===== src/hw/rtl/frns_ram.sv =====
// Generic single-port-write, registered-read RAM.
`default_nettype none
module frns_ram #(
   parameter  int WIDTH  = 8,
   parameter  int DEPTH  = 32,
   localparam int ADDR_W = (DEPTH > 1) ? $clog2(DEPTH) : 1
) (
   input  wire logic              clock,
   input  wire logic              wr_en,
   input  wire logic [ADDR_W-1:0] wr_addr,
   input  wire logic [WIDTH-1:0]  wr_data,
   input  wire logic [ADDR_W-1:0] rd_addr,
   output logic      [WIDTH-1:0]  rd_data
);

   logic [WIDTH-1:0] mem_ff [DEPTH];

   always_ff @(posedge clock) begin
      if (wr_en) begin
         mem_ff[wr_addr] <= wr_data;
      end
      rd_data <= mem_ff[rd_addr];
   end

endmodule
`default_nettype wire


===== config.mk =====
export PLATFORM = sky130hd
export DESIGN_NAME = frns_ram
export DESIGN_NICKNAME = d
export VERILOG_FILES = /design/src/hw/rtl/frns_ram.sv
export SDC_FILE = /design/constraint.sdc
export NUM_CORES = 1
export LEC_CHECK = 0
export BUFFER_PORTS_ARGS = -buffer_cell sky130_fd_sc_hd__buf_4
export CAP_MARGIN = 20
export CORE_ASPECT_RATIO = 0.5
export CORE_MARGIN = 2
export CORE_UTILIZATION = 55
export CTS_CLUSTER_SIZE = 28
export DETAILED_ROUTE_END_ITERATION = 8
export PLACE_DENSITY = 0.85
export SYNTH_ARGS = -nofsm -noshare
export SYNTH_HDL_FRONTEND = slang
export SYNTH_SLANG_ARGS = --single-unit

===== constraint.sdc =====
create_clock -name clock -period 2.25 [get_ports clock]
set_input_delay 0.3375 -clock clock [delete_from_list [all_inputs] [get_ports clock]]
set_output_delay 0.3375 -clock clock [all_outputs]
set_load 0.1 [all_outputs]

== Word level (Yosys, flattened, before mapping) ==
Memories as Yosys holds them, arrays and structs flattened. A register that Yosys moved wholly into a read port is not among the register bits.
Cells that the tools add are included.

* Shifts and indexed selects: 0
* Mux-type cells: 2
* $lt $le $gt $ge: 0
* Div/mod/pow operators: 0
* Bitwise operators: 0
* $add $sub $neg: 0
* Eq/ne operators: 0
* Reductions and logical operators: 0
* Multipliers: 0

{| class="wikitable"
|+ Operators by type and width
! operator !! number
|-
| 2-to-1 mux 1 bit || 2
|}

* Register bits: 0
* Input bits: 20
* ROM bits: 0
* Bits in writable memories: 256
* Output and inout bits: 8
* Bits in latches: 0
* Memories kept: 1

{| class="wikitable"
|+ Memory list
! memory !! words !! width !! rd ports !! clocked after Yosys merged registers in !! wr ports !! RTL line !! RTL
|-
| mem_ff || 32 || 8 || 1 || 1 || 1 || 16 || <nowiki>logic [WIDTH-1:0] mem_ff [DEPTH];</nowiki>
|}

== Depth between registers and ports, before layout ==
* Depth in word-level cells: 2
* Mapped depth: 5
* Gate-level depth less buffers: 3

== Worst setup path after synthesis ==
Ideal clock, no wire load.

* Kind: input to register
* From: in rd_addr[2]
* To: reg rd_data[0] (read register of mem_ff)
* Stages on the path: 5
* Required time: 2.129 ns
* Library setup time: 0.121 ns
* Path slack: 0.110 ns
* Arrival time: 2.019 ns
* Cells stage by stage: clkbuf_1 -> clkbuf_1 -> mux4_2 -> mux4_2 -> mux2_2

{| class="wikitable"
|+ RTL lines
! what !! RTL line !! RTL
|-
| start, declared || 12 || <nowiki>input wire logic [ADDR_W-1:0] rd_addr,</nowiki>
|-
| end, declared || 13 || <nowiki>output logic [WIDTH-1:0] rd_data</nowiki>
|}

==> impl_metrics.tcl <==
set metrics [dict create \
    start_kind "flip-flop" \
    grt_pass1_vias 5039 \
    fmax_ghz 0.5238 \
    ys_top_cells_by_area "edfxtp_1 (76%), mux4_2 (18%), dfxtp_1 (1.6%)" \
    syn_area_um2 10050 \
    grtUsageTotal 0.2560 \
    post-place-ws_ns -0.05120 \
    vias 4991 \
    globalplace.congestion 0.7979 \
    skew_ns 0.02371 \
    critPathRequiredTime_ns 2.65 \
    peakVddDrop_mv 0.5041 \
    die_x_um 195.2 \
    grt_pass1_wl_um 35230 \
    cp_data_arrival_time_ns 2.31 \
    ctsHoldBuffers 0 \
    critical_path_class "flip-flop to flip-flop" \
    dp_hpwl_um 13680 \
    wl_per_cell_um 31.73 \
    drtAntennaViolNets 0 \
    hold_viol 0 \
    worstPathMaxFanout 1 \
    syn2layout_area_growth_pct 15.28 \
    core-area_um2 17650 \
    slew-limit-headroom 0.6613 \
    root_buffer "clkbuf_16" \
    drive_gt1_frac 0.3828 \
    cts_post_setup_buffers_inserted 0 \
    cts_buffer_depth 3 \
    synth_seq_area_share 0.7806 \
    die_h_um 99.60 \
    viasPerCell 6.681 \
    cap_violations 0 \
    clock_latency_ns 0.52 \
    min_path_type "primary input to flip-flop" \
    cts_num_sinks 264 \
    path_delay_family "multiplexers" \
    finalPower_mw 10.16 \
    cts_tree "done" \
    critPathMaxStageDelay_ns 0.56 \
    io_buffers 27 \
    slew_violations 0 \
    drc_errors 0 \
    finalNetCount 515 \
    die_area_um2 19440 \
    setup_ws_ns 0.3407 \
    dr.first_iter.drc_count 758 \
    path_cells "mux4_2, mux4_2, mux2_2" \
    worstMarginPinSlew_ns 0.5065 \
    netlist_instances 417 \
    ios 28 \
    wl_um 23700 \
    cp-end-kind "flip-flop" \
    path_clk_slew_ns 0.07 \
    yosysTopAreaCell "edfxtp_1" \
    period_share 0.8486 \
    yosysUniqueCellTypes 15 \
    start_util 0.5695 \
    synth_seq_cells 264 \
    finalSetupViolCount 0 \
    synth.top_cell.area_share 0.7647 \
    h-tree-depth 1 \
    p_leak_nw 3.724 \
    grt_max_degree 33 \
    overflow 0 \
    crit_top_cell "mux4_2" \
    power-per-cell-area_nw_per_um2 876.6 \
    fin_crit_ns 1.909 \
    rsz0062_at_grt "false" \
    yosysWarnings 0 \
    antenna_found_initial 2 \
    cts_buffers 23 \
    slowest_stage "mux4_2" \
    syn_area_per_cell_um2 24.11 \
    synth_nets 437 \
    num_rows 34 \
    status "finished clean" \
    path_buf_inv 0 \
    dr.pass1.iters 5 \
    cts_resized 0 \
]
[routing by layer]
metal / share of wire / global-route usage / vias to the layer above
li1: - / - / 1930
met1: 0.37 / 0.3621 / 2510
met2: 0.46 / 0.3948 / 474
met3: 0.15 / 0.08274 / 75
met4: 0.027 / 0.06577 / 2
met5: 0.00055 / 0 / -
[final cells by class]
class                   count  area (um^2)
repair buffers             73        610.6
clock inverters            12        115.1
diodes                      1        2.502
flip-flops and latches    264         7848
well taps                 234        292.8
multi-input cells         133         2100
clock buffers              30        621.8
fillers                   992         6065
[cells in the mapped netlist]
cell type,number
mux2_2,8
dfxtp_1,8
buf_4,6
nor2_1,33
mux4_2,80
buf_2,1
or3b_2,3
buf_1,6
nand3b_1,5
nand3_1,2
edfxtp_1,256
nand2_1,1
buf_6,1
or3_1,1
clkbuf_1,6
[worst paths after layout]
path	start	end	slack, ns	cells past startpoint
worst max-delay path	mem_ff[21][1]$_DFFE_PP_	rd_data[1]$_DFF_P_	0.34	3
worst min-delay path	rd_addr[3]	rd_data[3]$_DFF_P_	0.22	2
worst max register to register	mem_ff[21][1]$_DFFE_PP_	rd_data[1]$_DFF_P_	0.34	3
worst min register to register	mem_ff[31][3]$_DFFE_PP_	rd_data[3]$_DFF_P_	0.94	3
[kinds of logic after synthesis]
group / after synthesis / share of synthesized area
buffers and inverters: 20 / 0.01058
DFF: 264 / 0.7806
muxes: 88 / 0.1882
and+or+nand+nor: 45 / 0.02066
[sequential cells by signal (all words and copies together), names as in the netlist]
register  flops
mem_ff      256
rd_data       8
[cell usage in the layout (no fill, tap or decap), drive strengths merged]
cell    instances
mux2            8
diode           1
inv             3
nand3           2
clkbuf         30
or3             1
or3b            3
bufinv          2
mux4           80
nand2           1
buf            73
clkinv          7
nor2           33
edfxtp        256
nand3b          5
dfxtp           8
[power breakdown]
part	switching, mW	internal (mW)
combinational	0.463	0.265
sequential	0.0311	5.46
clock	1.74	2.19
total	2.24	7.92
[through the flow]
stage                     hold slack (ns)  setup TNS (ns)  instances  utilization  cell area, um^2
final                              0.2240               0        747       0.6565            11590
after global routing               0.2052               0        746       0.6563            11590
after CTS                          0.1957               0        746       0.6563            11590
after detailed placement           0.7187         -0.1623        704       0.6146            10850
after global placement             0.7154        -0.04957        704       0.6146            10850
after floorplan                    0.4364               0        417            -            10050
No activity file was read; power rests on OpenSTA's default activity.
